<file path="src/scbm_pkg.sv">
// Shared types, constants and ring helper functions for the swap chain buffer manager.
package scbm_pkg;

   // Sizes of the ring and of the fields.
   localparam int MAX_NODES  = 8;
   localparam int NODE_W     = $clog2(MAX_NODES);
   localparam int COUNT_W    = 4;
   localparam int KIND_W     = 2;
   localparam int STATUS_W   = 2;
   localparam int BYTES_W    = 16;
   localparam int ADDR_W     = 32;
   localparam int CSR_IDX_W  = 2;
   localparam int CSR_DATA_W = 32;
   localparam int PROD_W     = NODE_W + BYTES_W;

   // Register map of the configuration port.
   localparam logic [CSR_IDX_W-1:0] REG_NODE_COUNT   = 2'd0;
   localparam logic [CSR_IDX_W-1:0] REG_BUFFER_BYTES = 2'd1;
   localparam logic [CSR_IDX_W-1:0] REG_BUFFER_BASE  = 2'd2;

   localparam logic [COUNT_W-1:0] NODE_COUNT_RESET = 4'd3;

   // Request kinds.
   typedef enum logic [KIND_W-1:0] {
      KIND_WRITE_BORROW,
      KIND_WRITE_RETURN,
      KIND_READ_BORROW,
      KIND_READ_RETURN
   } kind_type;

   // Result status codes.
   typedef enum logic [STATUS_W-1:0] {
      STATUS_GRANTED,
      STATUS_EMPTY,
      STATUS_RETURNED,
      STATUS_REJECTED
   } status_type;

   // Sequencer states.
   typedef enum logic [2:0] {
      ST_REBUILD,
      ST_IDLE,
      ST_LINK,
      ST_FETCH,
      ST_SPLICE,
      ST_DONE
   } state_type;

   // One write into a link memory.
   typedef struct packed {
      logic              en;
      logic [NODE_W-1:0] addr;
      logic [NODE_W-1:0] data;
   } link_write_type;

   // Finished result handed from the sequencer to the output stage.
   typedef struct packed {
      logic              valid;
      status_type        status;
      logic [NODE_W-1:0] node;
   } result_type;

   // Clamp the programmed node count to the usable range.
   function automatic logic [COUNT_W-1:0] live_count(input logic [COUNT_W-1:0] n);
      if (n == '0) begin
         return COUNT_W'(1);
      end
      if (n > COUNT_W'(MAX_NODES)) begin
         return COUNT_W'(MAX_NODES);
      end
      return n;
   endfunction

   // Successor of entry i in a freshly built ring of n nodes.
   function automatic logic [NODE_W-1:0] ring_next(input logic [NODE_W-1:0] i,
                                                   input logic [COUNT_W-1:0] n);
      logic [COUNT_W-1:0] up;
      up = COUNT_W'(i) + COUNT_W'(1);
      if (COUNT_W'(i) >= n || up == n) begin
         return '0;
      end
      return NODE_W'(up);
   endfunction

   // Predecessor of entry i in a freshly built ring of n nodes.
   function automatic logic [NODE_W-1:0] ring_prev(input logic [NODE_W-1:0] i,
                                                   input logic [COUNT_W-1:0] n);
      if (COUNT_W'(i) >= n) begin
         return '0;
      end
      if (i == '0) begin
         return NODE_W'(n - COUNT_W'(1));
      end
      return i - NODE_W'(1);
   endfunction

endpackage

</file>
<file path="src/scbm_ram.sv">
// Generic single write port, single read port RAM with registered read data.
module scbm_ram #(
   parameter int WIDTH = 8,
   parameter int DEPTH = 8
) (
   input  logic                     clock,
   input  logic                     wr_en,
   input  logic [$clog2(DEPTH)-1:0] wr_addr,
   input  logic [WIDTH-1:0]         wr_data,
   input  logic [$clog2(DEPTH)-1:0] rd_addr,
   output logic [WIDTH-1:0]         rd_data
);

   logic [WIDTH-1:0] mem_ff [DEPTH];
   logic [WIDTH-1:0] rd_data_ff;

   // Write and registered read; a read of the entry being written returns the old data.
   always_ff @(posedge clock) begin
      if (wr_en) begin
         mem_ff[wr_addr] <= wr_data;
      end
      rd_data_ff <= mem_ff[rd_addr];
   end

   assign rd_data = rd_data_ff;

endmodule

</file>
<file path="src/scbm_seq.sv">
// Sequencer that walks the linked ring in the link memories for each request beat.
module scbm_seq (
   input  logic                             clock,
   input  logic                             reset,
   input  logic                             req_valid,
   output logic                             req_stall,
   input  scbm_pkg::kind_type               req_kind,
   input  logic [scbm_pkg::NODE_W-1:0]      req_node_index,
   input  logic                             csr_we,
   input  logic [scbm_pkg::CSR_IDX_W-1:0]   csr_index,
   input  logic [scbm_pkg::COUNT_W-1:0]     csr_count,
   input  logic [scbm_pkg::NODE_W-1:0]      next_rd,
   input  logic [scbm_pkg::NODE_W-1:0]      prev_rd,
   output logic [scbm_pkg::NODE_W-1:0]      link_rd_addr,
   output scbm_pkg::link_write_type         next_wr,
   output scbm_pkg::link_write_type         prev_wr,
   input  logic                             slot_free,
   output scbm_pkg::result_type             result
);
   import scbm_pkg::*;

   state_type            state_ff, state_in;
   logic [NODE_W-1:0]    sweep_ff, sweep_in;
   logic [COUNT_W-1:0]   count_ff, count_in;
   logic [NODE_W-1:0]    cursor_ff, cursor_in;
   logic [MAX_NODES-1:0] loan_ff, loan_in;
   kind_type             kind_ff, kind_in;
   logic [NODE_W-1:0]    idx_ff, idx_in;
   logic [NODE_W-1:0]    held_ff, held_in;
   status_type           res_status_ff, res_status_in;
   logic [NODE_W-1:0]    res_node_ff, res_node_in;

   logic [COUNT_W-1:0] live;
   logic               accept;
   logic               count_write;
   logic               is_borrow;
   logic               ring_single;
   logic               return_ok;

   // Decoded conditions.
   assign live        = live_count(count_ff);
   assign accept      = req_valid && !req_stall;
   assign count_write = csr_we && (csr_index == REG_NODE_COUNT);
   assign is_borrow   = (kind_ff == KIND_WRITE_BORROW) || (kind_ff == KIND_READ_BORROW);
   assign ring_single = (next_rd == cursor_ff);
   assign return_ok   = (COUNT_W'(idx_ff) < live) && loan_ff[idx_ff];

   // Input is taken when idle, or when the finished result moves to the output stage.
   assign req_stall = !((state_ff == ST_IDLE) || ((state_ff == ST_DONE) && slot_free));

   // Next state.
   always_comb begin
      state_in = state_ff;
      case (state_ff)
         ST_REBUILD: begin
            if (sweep_ff == NODE_W'(MAX_NODES - 1)) begin
               state_in = ST_IDLE;
            end
         end
         ST_IDLE: begin
            if (accept) begin
               state_in = ST_LINK;
            end
         end
         ST_LINK: begin
            if (is_borrow) begin
               if (ring_single || (kind_ff == KIND_READ_BORROW)) begin
                  state_in = ST_DONE;
               end else begin
                  state_in = ST_FETCH;
               end
            end else if (return_ok) begin
               state_in = ST_SPLICE;
            end else begin
               state_in = ST_DONE;
            end
         end
         ST_FETCH: begin
            state_in = ST_DONE;
         end
         ST_SPLICE: begin
            state_in = ST_DONE;
         end
         ST_DONE: begin
            if (slot_free) begin
               state_in = accept ? ST_LINK : ST_IDLE;
            end
         end
         default: begin
            state_in = ST_IDLE;
         end
      endcase
      if (count_write) begin
         state_in = ST_REBUILD;
      end
   end

   // Memory accesses and datapath register updates for each state.
   always_comb begin
      sweep_in      = sweep_ff;
      count_in      = count_ff;
      cursor_in     = cursor_ff;
      loan_in       = loan_ff;
      kind_in       = kind_ff;
      idx_in        = idx_ff;
      held_in       = held_ff;
      res_status_in = res_status_ff;
      res_node_in   = res_node_ff;
      link_rd_addr  = cursor_ff;
      next_wr       = '0;
      prev_wr       = '0;

      case (state_ff)
         // Write one entry of the fresh ring per cycle.
         ST_REBUILD: begin
            next_wr  = '{en: 1'b1, addr: sweep_ff, data: ring_next(sweep_ff, live)};
            prev_wr  = '{en: 1'b1, addr: sweep_ff, data: ring_prev(sweep_ff, live)};
            sweep_in = sweep_ff + NODE_W'(1);
         end
         // Links of the cursor node are on the read data.
         ST_LINK: begin
            link_rd_addr = next_rd;
            if (is_borrow) begin
               if (ring_single) begin
                  res_status_in = STATUS_EMPTY;
                  res_node_in   = '0;
               end else if (kind_ff == KIND_READ_BORROW) begin
                  // Unlink the cursor node and step the cursor to its successor.
                  next_wr            = '{en: 1'b1, addr: prev_rd, data: next_rd};
                  prev_wr            = '{en: 1'b1, addr: next_rd, data: prev_rd};
                  cursor_in          = next_rd;
                  loan_in[cursor_ff] = 1'b1;
                  res_status_in      = STATUS_GRANTED;
                  res_node_in        = cursor_ff;
               end else begin
                  // Fetch the links of the node after the cursor.
                  held_in = next_rd;
               end
            end else if (return_ok) begin
               // First half of the insertion after the cursor.
               next_wr = '{en: 1'b1, addr: cursor_ff, data: idx_ff};
               prev_wr = '{en: 1'b1, addr: idx_ff, data: cursor_ff};
               held_in = next_rd;
            end else begin
               res_status_in = STATUS_REJECTED;
               res_node_in   = idx_ff;
            end
         end
         // Unlink the node after the cursor.
         ST_FETCH: begin
            next_wr          = '{en: 1'b1, addr: prev_rd, data: next_rd};
            prev_wr          = '{en: 1'b1, addr: next_rd, data: prev_rd};
            loan_in[held_ff] = 1'b1;
            res_status_in    = STATUS_GRANTED;
            res_node_in      = held_ff;
         end
         // Second half of the insertion; a write return also moves the cursor.
         ST_SPLICE: begin
            next_wr         = '{en: 1'b1, addr: idx_ff, data: held_ff};
            prev_wr         = '{en: 1'b1, addr: held_ff, data: idx_ff};
            loan_in[idx_ff] = 1'b0;
            if (kind_ff == KIND_WRITE_RETURN) begin
               cursor_in = idx_ff;
            end
            res_status_in = STATUS_RETURNED;
            res_node_in   = idx_ff;
         end
         default: begin
         end
      endcase

      // Capture a new request; the read of the cursor links starts here.
      if (accept) begin
         kind_in = req_kind;
         idx_in  = req_node_index;
      end

      // A node count write rebuilds the ring from scratch.
      if (count_write) begin
         count_in  = csr_count;
         sweep_in  = '0;
         cursor_in = '0;
         loan_in   = '0;
      end
   end

   // Control state.
   always_ff @(posedge clock) begin
      if (reset) begin
         state_ff  <= ST_REBUILD;
         sweep_ff  <= '0;
         count_ff  <= NODE_COUNT_RESET;
         cursor_ff <= '0;
         loan_ff   <= '0;
      end else begin
         state_ff  <= state_in;
         sweep_ff  <= sweep_in;
         count_ff  <= count_in;
         cursor_ff <= cursor_in;
         loan_ff   <= loan_in;
      end
   end

   // Payload registers.
   always_ff @(posedge clock) begin
      kind_ff       <= kind_in;
      idx_ff        <= idx_in;
      held_ff       <= held_in;
      res_status_ff <= res_status_in;
      res_node_ff   <= res_node_in;
   end

   assign result = '{valid: (state_ff == ST_DONE), status: res_status_ff, node: res_node_ff};

endmodule

</file>
<file path="src/scbm_out.sv">
// Output stage: buffer address calculation, address registers and the result register.
module scbm_out (
   input  logic                              clock,
   input  logic                              reset,
   input  logic                              csr_we,
   input  logic [scbm_pkg::CSR_IDX_W-1:0]    csr_index,
   input  logic [scbm_pkg::CSR_DATA_W-1:0]   csr_wdata,
   input  scbm_pkg::result_type              result,
   output logic                              slot_free,
   output logic                              rsp_valid,
   input  logic                              rsp_stall,
   output logic [scbm_pkg::STATUS_W-1:0]     rsp_status,
   output logic [scbm_pkg::NODE_W-1:0]       rsp_granted_node,
   output logic [scbm_pkg::ADDR_W-1:0]       rsp_buffer_address
);
   import scbm_pkg::*;

   logic [BYTES_W-1:0]  bytes_ff, bytes_in;
   logic [ADDR_W-1:0]   base_ff, base_in;
   logic                valid_ff, valid_in;
   logic [STATUS_W-1:0] status_ff;
   logic [NODE_W-1:0]   node_ff;
   logic [ADDR_W-1:0]   addr_ff;

   logic [PROD_W-1:0] offset;
   logic [ADDR_W-1:0] addr_in;
   logic              has_addr;
   logic              load;

   // Address registers.
   always_comb begin
      bytes_in = bytes_ff;
      base_in  = base_ff;
      if (csr_we && (csr_index == REG_BUFFER_BYTES)) begin
         bytes_in = csr_wdata[BYTES_W-1:0];
      end
      if (csr_we && (csr_index == REG_BUFFER_BASE)) begin
         base_in = csr_wdata[ADDR_W-1:0];
      end
   end

   // Buffer address of the node; only grants and accepted returns report one.
   assign offset   = PROD_W'(result.node) * PROD_W'(bytes_ff);
   assign has_addr = (result.status == STATUS_GRANTED) || (result.status == STATUS_RETURNED);
   assign addr_in  = has_addr ? (base_ff + ADDR_W'(offset)) : '0;

   // The result register takes a new beat when empty or when its beat leaves.
   assign slot_free = !valid_ff || !rsp_stall;
   assign load      = result.valid && slot_free;
   assign valid_in  = load || (valid_ff && rsp_stall);

   always_ff @(posedge clock) begin
      if (reset) begin
         bytes_ff <= '0;
         base_ff  <= '0;
         valid_ff <= 1'b0;
      end else begin
         bytes_ff <= bytes_in;
         base_ff  <= base_in;
         valid_ff <= valid_in;
      end
   end

   always_ff @(posedge clock) begin
      if (load) begin
         status_ff <= result.status;
         node_ff   <= result.node;
         addr_ff   <= addr_in;
      end
   end

   assign rsp_valid          = valid_ff;
   assign rsp_status         = status_ff;
   assign rsp_granted_node   = node_ff;
   assign rsp_buffer_address = addr_ff;

endmodule

</file>
<file path="src/swap_chain_buffer_manager_core.sv">
// Top level of the swap chain buffer manager: link memories, sequencer and output stage.
//
//   Channel  Direction  Handshake            Beat contents
//   req      in         req_valid/req_stall  req_kind, req_node_index
//   rsp      out        rsp_valid/rsp_stall  rsp_status, rsp_granted_node, rsp_buffer_address
//   csr      in         csr_we               csr_index, csr_wdata
//
// A read borrow, a failed borrow or a rejected return goes from acceptance through the
// link state to done; a write borrow or an accepted return also passes the fetch or
// splice state, since each link memory has one read and one write port and the ring
// update needs a second access. Reset and every node_count write start a pass that
// rebuilds the ring, one entry per cycle, with req_stall high. A stalled result waits
// in the output register while the next request beat is taken and worked on.
module swap_chain_buffer_manager_core (
   input  logic                              clock,
   input  logic                              reset,
   input  logic                              req_valid,
   output logic                              req_stall,
   input  logic [scbm_pkg::KIND_W-1:0]       req_kind,
   input  logic [scbm_pkg::NODE_W-1:0]       req_node_index,
   output logic                              rsp_valid,
   input  logic                              rsp_stall,
   output logic [scbm_pkg::STATUS_W-1:0]     rsp_status,
   output logic [scbm_pkg::NODE_W-1:0]       rsp_granted_node,
   output logic [scbm_pkg::ADDR_W-1:0]       rsp_buffer_address,
   input  logic                              csr_we,
   input  logic [scbm_pkg::CSR_IDX_W-1:0]    csr_index,
   input  logic [scbm_pkg::CSR_DATA_W-1:0]   csr_wdata
);
   import scbm_pkg::*;

   logic [NODE_W-1:0] next_rd;
   logic [NODE_W-1:0] prev_rd;
   logic [NODE_W-1:0] link_rd_addr;
   link_write_type    next_wr;
   link_write_type    prev_wr;
   result_type        result;
   logic              slot_free;

   // Successor links of the ring.
   scbm_ram #(.WIDTH(NODE_W), .DEPTH(MAX_NODES)) u_next_ram (
      .clock   (clock),
      .wr_en   (next_wr.en),
      .wr_addr (next_wr.addr),
      .wr_data (next_wr.data),
      .rd_addr (link_rd_addr),
      .rd_data (next_rd)
   );

   // Predecessor links of the ring.
   scbm_ram #(.WIDTH(NODE_W), .DEPTH(MAX_NODES)) u_prev_ram (
      .clock   (clock),
      .wr_en   (prev_wr.en),
      .wr_addr (prev_wr.addr),
      .wr_data (prev_wr.data),
      .rd_addr (link_rd_addr),
      .rd_data (prev_rd)
   );

   // Ring walk and update.
   scbm_seq u_seq (
      .clock          (clock),
      .reset          (reset),
      .req_valid      (req_valid),
      .req_stall      (req_stall),
      .req_kind       (kind_type'(req_kind)),
      .req_node_index (req_node_index),
      .csr_we         (csr_we),
      .csr_index      (csr_index),
      .csr_count      (csr_wdata[COUNT_W-1:0]),
      .next_rd        (next_rd),
      .prev_rd        (prev_rd),
      .link_rd_addr   (link_rd_addr),
      .next_wr        (next_wr),
      .prev_wr        (prev_wr),
      .slot_free      (slot_free),
      .result         (result)
   );

   // Address calculation and result register.
   scbm_out u_out (
      .clock              (clock),
      .reset              (reset),
      .csr_we             (csr_we),
      .csr_index          (csr_index),
      .csr_wdata          (csr_wdata),
      .result             (result),
      .slot_free          (slot_free),
      .rsp_valid          (rsp_valid),
      .rsp_stall          (rsp_stall),
      .rsp_status         (rsp_status),
      .rsp_granted_node   (rsp_granted_node),
      .rsp_buffer_address (rsp_buffer_address)
   );

   // A node count write starts the rebuild pass, which holds off new requests.
   a_rebuild_stalls: assert property (@(posedge clock) disable iff (reset)
      csr_we && (csr_index == REG_NODE_COUNT) |=> req_stall)
      else $error("request taken during ring rebuild");

   // A finished result that cannot move to the output register is kept.
   a_result_held: assert property (@(posedge clock) disable iff (reset)
      result.valid && !slot_free && !csr_we |=> result.valid)
      else $error("finished result dropped while output register was full");

   // A failed borrow reports neither a node nor an address.
   a_empty_zero: assert property (@(posedge clock) disable iff (reset)
      rsp_valid && (rsp_status == STATUS_EMPTY) |->
         (rsp_granted_node == '0) && (rsp_buffer_address == '0))
      else $error("failed borrow reports a node or an address");

   // A rejected return reports no address.
   a_reject_zero: assert property (@(posedge clock) disable iff (reset)
      rsp_valid && (rsp_status == STATUS_REJECTED) |-> (rsp_buffer_address == '0))
      else $error("rejected return reports an address");

endmodule

</file>
<file path="config.mk">
export PLATFORM = sky130hd
export DESIGN_NAME = swap_chain_buffer_manager_core
export DESIGN_NICKNAME = d
export VERILOG_FILES = /design/src/scbm_pkg.sv /design/src/scbm_ram.sv /design/src/scbm_seq.sv /design/src/scbm_out.sv /design/src/swap_chain_buffer_manager_core.sv
export SDC_FILE = /design/constraint.sdc
export NUM_CORES = 1
export LEC_CHECK = 0
export ABC_AREA = 1
export BUFFER_PORTS_ARGS = -buffer_cell sky130_fd_sc_hd__buf_2
export CAP_MARGIN = 20
export CELL_PAD_IN_SITES_DETAIL_PLACEMENT = 0
export CELL_PAD_IN_SITES_GLOBAL_PLACEMENT = 1
export CORE_MARGIN = 4
export CORE_UTILIZATION = 30
export DETAILED_ROUTE_END_ITERATION = 10
export PLACE_DENSITY = 0.58
export SLEW_MARGIN = 20
export SYNTH_ARGS = -nofsm -noshare
export SYNTH_HDL_FRONTEND = slang
export SYNTH_HIERARCHICAL = 1
export SYNTH_SLANG_ARGS = --single-unit
</file>
<file path="constraint.sdc">
create_clock -name clock -period 7.6 [get_ports clock]
set_input_delay 1.52 -clock clock [delete_from_list [all_inputs] [get_ports clock]]
set_output_delay 1.52 -clock clock [all_outputs]
set_load 0.01 [all_outputs]
</file>
==> results of run 1 <==
path summary, 6_finish.rpt:
check / startpoint / endpoint / cells past startpoint
setup / recovery: u_seq/res_node_ff[2]$_DFFE_PP_ / u_out/rsp_buffer_address[30]$_SDFFCE_PN0P_ / 15
hold / removal: u_seq/res_status_ff[1]$_DFFE_PP_ / u_out/rsp_status[1]$_DFFE_PP_ / 0
setup reg to reg: u_seq/res_node_ff[2]$_DFFE_PP_ / u_out/rsp_buffer_address[30]$_SDFFCE_PN0P_ / 15
hold reg to reg: u_seq/res_status_ff[1]$_DFFE_PP_ / u_out/rsp_status[1]$_DFFE_PP_ / 0
flip-flops by register name, summed over array words and instances, names as in the netlist, 3 cells and up:
signal and flops:
u_seq/state_ff 3, u_out/bytes_ff 16, u_out/rsp_buffer_address 32, u_seq/loan_ff 8
u_next_ram/rd_data 3, u_prev_ram/rd_data 3, u_out/base_ff 32, u_seq/held_ff 3
u_seq/count_ff 4, u_next_ram/mem_ff 24, u_out/rsp_granted_node 3, u_seq/idx_ff 3
u_seq/cursor_ff 3, u_seq/res_node_ff 3, u_seq/sweep_ff 3, u_prev_ram/mem_ff 24
power groups by stage:
| stage | clock, mW | sequential [mW] | combinational (mW) |
|---|---|---|---|
| after floorplan | 0 | 1.09 | 0.156 |
| after global placement | 0 | 1.10 | 0.239 |
| after detailed placement | 0 | 1.10 | 0.240 |
| after CTS | 0.942 | 1.08 | 0.241 |
| after global routing | 0.980 | 1.08 | 0.271 |
| final | 0.911 | 1.08 | 0.234 |
logic make-up after synthesis:
group | count (synthesis)
compound gates | 153
buf+inv | 349
simple gates | 745
fa+ha+maj | 62
flops | 174
xor+xnor | 5
cells in the mapped netlist (3+ instances only):
| cell | count | share of area (%) |
|---|---|---|
| a211oi_1 | 23 | 1.6 |
| a21oi_1 | 79 | 3.6 |
| and2_1 | 4 | 0.23 |
| buf_2 | 8 | 0.37 |
| buf_4 | 3 | 0.21 |
| clkbuf_1 | 17 | 0.59 |
| clkbuf_8 | 3 | 0.38 |
| dfxtp_1 | 76 | 14 |
| edfxtp_1 | 98 | 27 |
| fa_1 | 31 | 5.7 |
| ha_1 | 31 | 3.6 |
| inv_1 | 305 | 11 |
| inv_2 | 7 | 0.24 |
| nand2_1 | 458 | 16 |
| nand2_2 | 8 | 0.46 |
| nand3_1 | 98 | 4.5 |
| nand3_2 | 4 | 0.37 |
| nand3b_1 | 6 | 0.41 |
| nand4_1 | 14 | 0.80 |
| nor2_1 | 130 | 4.5 |
| nor2_2 | 6 | 0.34 |
| nor2_4 | 7 | 0.72 |
| nor3_1 | 6 | 0.28 |
| o211ai_1 | 11 | 0.76 |
| o21ai_0 | 31 | 1.4 |
| o22ai_1 | 3 | 0.17 |
| xnor2_1 | 3 | 0.24 |
final cells by class:
class                      count  area [um2]
clock inverter                15       192.7
sequential                   174        4464
inverter                     315        1185
tap                          461       576.8
clock buffer                  17       425.4
fill                        3855       23310
multi-input combinational    965        5064
timing repair buffer          86       440.4
per-layer routing:
layer  vias up  share of wire [%]  GRT usage [%]  routed length (um)
li1       4764                  -              -                   -
met1      4373                 45          19.88               13890
met2       124                 52          30.20               16090
met3        18                2.6          2.642                 812
met4         0                1.0          3.394                 325
met5         -                  0              0                   0
worst max-delay path, delay by kind of cell, from the launching register on:
family          cells  cell delay (ps)
compound gates      1              160
fa+ha+maj           3             1450
buf+inv             3              180
flops               1              660
simple gates        8             1060
stage by stage:
stage / util [%] / setup slack, ps / instance area [um2] / hold WS [ps]
CTS: 34.63 / 3827 / 12350 / 472.3
finish: 34.63 / 3845 / 12350 / 452.7
detailed placement: 32.90 / 3848 / 11730 / 453.0
global placement: 32.90 / 3871 / 11730 / 459.0
global route: 34.63 / 3567 / 12350 / 484.3
floorplan: - / 3847 / 10900 / 400.3
==> reports/results.txt, run 1 <==
Initial Util - 30.56%
DR DRC count - 0
pin count of the biggest net entering global routing - 56
Final Max Tran Viols - 0
WL final - 31.12 mm
xor/xnor share of the synthesized area - 0.4019%
WS Path Type - reg -> reg
Clk network pwr share - 40.9%
IO buf count - 82
wire per inst - 15.31 um
# IOs - 83
Final nets - 1665
#FFs+latches synth - 174
pwr dens - 180.2 nW/um2
CTS HTree Levels - 4
Post-CTS Hold Buffers - 0
Switch Pwr - 650.3 uW
Std-Cell Rows - 69
RSZ-0062 raised after global routing - false
Post-synth EDFFs - 98
Die W - 198.6 um
main combinational cell family by area after synthesis - simple AND/OR/NAND/NOR gates
syn nets - 1594
Comb pwr share - 10.5%
Synth Flop Type - edfxtp_1
type of the most critical hold path - reg -> reg
r2r setup slk - 3840 ps
post-route insts no fill - 2033
Tcrit/Tclk final - 49.41%
Final Hold Fails - 0
vias per inst - 4.564
Total Power - 2.226 mW
DRT iter0 DRCs - 410
TNS Setup - 0 ps
Clock Skew - 12.51 ps
cts bufs inserted - 17
vias in the first global route - 9324
measured slew at the worst slew-check pin - 1039 ps
Slew HR - 30.02%
die area - 39430 um2
CP max stage delay - 660 ps
core footprint - 35660 um2
Compound-Gate Fraction of Synth Area - 8.004%
P_leak - 5.924 nW
Chip Height - 198.6 um
Flop pwr share - 48.5%
Data arrival, critical path - 3960 ps
max_cap viols - 0
critical path data required time - 7800 ps
Critical Path Source Type - flop
CP cell instances - nand2_1 > inv_1 > fa_1 > inv_1 > fa_1 > inv_1 > ha_1 > nand2_1 > nor2_4 > and2_4 > nand2_1 > nand2_1 > nand2_1 > a21oi_1 > nor2_1
Int Pwr - 1.575 mW
placed insts - 2001
Longest Clk Path Bufs - 2
Synth Cell Area - 10900 um2
Syn Inst Count - 1488
most frequent cells in the layout - 458 x nand2_1, 305 x inv_1, 130 x nor2_1, 98 x nand3_1, 98 x edfxtp_1
switch share - 29.22%
total grt overflow - 0
Setup crit end kind - flop
Crit path top cell by count - nand2_1
final antenna-violating net count - 0
Root Buffer Master - clkbuf_16
placed wire-length estimate - 23.78 mm
Critical Path Slowest Stage Cell - edfxtp_1
DR vias - 9279
CTS tree - yes
fraction of registers with async set/reset - 0%
initial antenna violation count - 0
Period minus WS final - 3755 ps
clk slew on worst S/H paths - 80 ps
leading cell type in the layout, fill and taps excluded - nand2_1
GPL Wtd Cong - 0.8669
P&R area growth vs syn - 13.33%
layout cell share with drive strength beyond 1 - 9.987%
CP Max Fanout - 17
post-synthesis mux area share - 0%
post-CTS setup buffers - 0
first-pass GRT wire length - 50.06 mm
Max IR drop VDD - 162.4 uV
Antenna Cells - 0
Worst-Skew Late Latency - 450 ps
syn_area_per_cell - 7.322 um2
Final setup viols - 0
Clock Sinks - 174
fmax - 0.2663 GHz
Resized cells post-CTS - 0
Post-Synth Simple-Gate Area - 28.71%
Yosys Warn Count - 6
Synth cell types - 41
drt pass-1 iters - 6
share of the yosys chip area belonging to registers - 40.97%
GRT Util Overall - 16.27%
run status - completed
synthesized-area fraction occupied by adder cells - 9.256%
No activity file was read; power rests on OpenSTA's default activity.
==> inputs of run 2 (changes only) <==
clock period = 3.65 ns   (was 7.6 ns; I/O delays follow)
==> run 2 against run 1 <==
Via count rose by 0.51%. Register-to-register slack worse by 3700 ps. Sequential share of layout area decreased by 0.73 points. Final area rose by 2.0%. Largest cell class unchanged.
==> reports/results.txt, run 2 (synthesized netlist as in run 1, its figures left out) <==
CP Max Fanout - 17
Data arrival, critical path - 3710 ps
Final nets - 1689
final antenna-violating net count - 0
Longest Clk Path Bufs - 2
Initial Util - 30.56%
GPL Wtd Cong - 0.8554
Worst-Skew Late Latency - 450 ps
initial antenna violation count - 0
leading cell type in the layout, fill and taps excluded - nand2_1
Die W - 198.6 um
cts bufs inserted - 17
vias in the first global route - 9271
Chip Height - 198.6 um
first-pass GRT wire length - 49.74 mm
# IOs - 83
wire per inst - 15.14 um
met3 usage - 3.032%
Slew HR - 55.14%
CTS tree - yes
pwr dens - 365.3 nW/um2
core footprint - 35660 um2
Clock Sinks - 174
Final Hold Fails - 0
measured slew at the worst slew-check pin - 672.8 ps
most frequent cells in the layout - 457 x nand2_1, 305 x inv_1, 129 x nor2_1, 98 x edfxtp_1, 97 x nand3_1
IO buf count - 82
Std-Cell Rows - 69
run status - completed
RSZ-0062 raised after global routing - true
drt pass-1 iters - 5
vias per inst - 4.534
GR Util met1 - 19.80%
DR DRC count - 0
P_leak - 6.058 nW
Root Buffer Master - clkbuf_16
clk slew on worst S/H paths - 80 ps
Critical Path Source Type - flop
Final setup viols - 0
post-route insts no fill - 2057
fin util - 35.34%
fmax - 0.2856 GHz
Antenna Cells - 0
placed wire-length estimate - 23.86 mm
dpl ws - 107.8 ps
GRT Util Overall - 16.25%
Tcrit/Tclk final - 95.93%
placed insts - 2024
critical path data required time - 3860 ps
fin area - 12600 um2
DRT iter0 DRCs - 503
WS Path Type - reg -> reg
Placement Cell Area - 11940 um2
total grt overflow - 0
GRT busiest layer - met2
met2 Track Usage GR - 29.21%
Max IR drop VDD - 308.1 uV
die area - 39430 um2
DR vias - 9326
max_cap viols - 0
CTS HTree Levels - 4
Final Max Tran Viols - 0
Total Power - 4.604 mW
WL final - 31.15 mm
type of the most critical hold path - in -> reg
Clock Skew - 12.64 ps
layout cell share with drive strength beyond 1 - 11.84%
Period minus WS final - 3502 ps
setup ws final - 148.4 ps
P&R area growth vs syn - 15.65%
Setup crit end kind - flop
pin count of the biggest net entering global routing - 56
[run 2: changes by cell type in the layout (fill, tap and decap cells not counted), moves of 2 or more]
cell	delta
ha_2	+3
buf_12	+4
clkinv_8	-2
ha_1	-4
clkinv_4	+2
buf_4	+20
[run 2: layout make-up]
cell class | count | area [um2]
fillers | 3877 | 23050
multi-input cells | 965 | 5102
flip-flops and latches | 174 | 4464
inverters | 315 | 1185
repair buffers | 110 | 670.6
well taps | 461 | 576.8
clock buffers | 17 | 425.4
clock inverters | 15 | 176.4
[run 2: worst max-delay path, cell delays in order, from the launching register on]
cell	delay, ps
edfxtp_1	420
buf_12	170
nand2_1	60
inv_1	50
fa_1	530
inv_1	50
fa_1	490
inv_1	40
ha_1	310
buf_4	120
nand2_1	90
nor2_2	180
and2_4	170
nand2_1	50
nand2_1	180
nand2_1	130
a21oi_1	150
nor2_1	60
[run 2: stage by stage]
stage / hold WS [ps] / TNS [ps]
2_1_floorplan: 400.3 / 0
3_3_place_gp: 461.8 / 0
3_5_place_dp: 466.4 / 0
4_1_cts: 411.5 / 0
5_1_grt: 411.5 / -113.3
6_report: 445.4 / 0
[run 2: repair_timing]
| item | CTS | global route |
|---|---|---|
| hold buffers | 0 | 0 |
| resized for setup | 0 | 10 |
| setup buffers | 0 | 0 |
| endpoints found under the setup margin | 0 | 10 |
[run 2: power breakdown]
group / leakage, nW / internal [mW] / total (mW) / switching [mW]
logic: 4.25 / 0.163 / 0.504 / 0.342
clock network: 0.293 / 0.925 / 1.85 / 0.927
registers: 1.52 / 2.19 / 2.25 / 0.0532
[run 2: routing by layer]
metal | vias up | wire length (um) | part of all wire, %
met3 | 18 | 862 | 2.8
met4 | 0 | 514 | 1.7
li1 | 4822 | - | -
met1 | 4353 | 13640 | 44
met2 | 133 | 16130 | 52
met5 | - | 0 | 0
[run 2: worst paths after layout]
path,start,endpoint,slack (ps),cells past startpoint
setup / recovery,u_seq/res_node_ff[2]$_DFFE_PP_,u_out/rsp_buffer_address[30]$_SDFFCE_PN0P_,150,17
hold / removal,req_kind[1],u_seq/kind_ff[1]$_DFFE_PP_,450,1
setup reg to reg,u_seq/res_node_ff[2]$_DFFE_PP_,u_out/rsp_buffer_address[30]$_SDFFCE_PN0P_,150,17
hold reg to reg,u_seq/res_status_ff[1]$_DFFE_PP_,u_out/rsp_status[1]$_DFFE_PP_,480,0
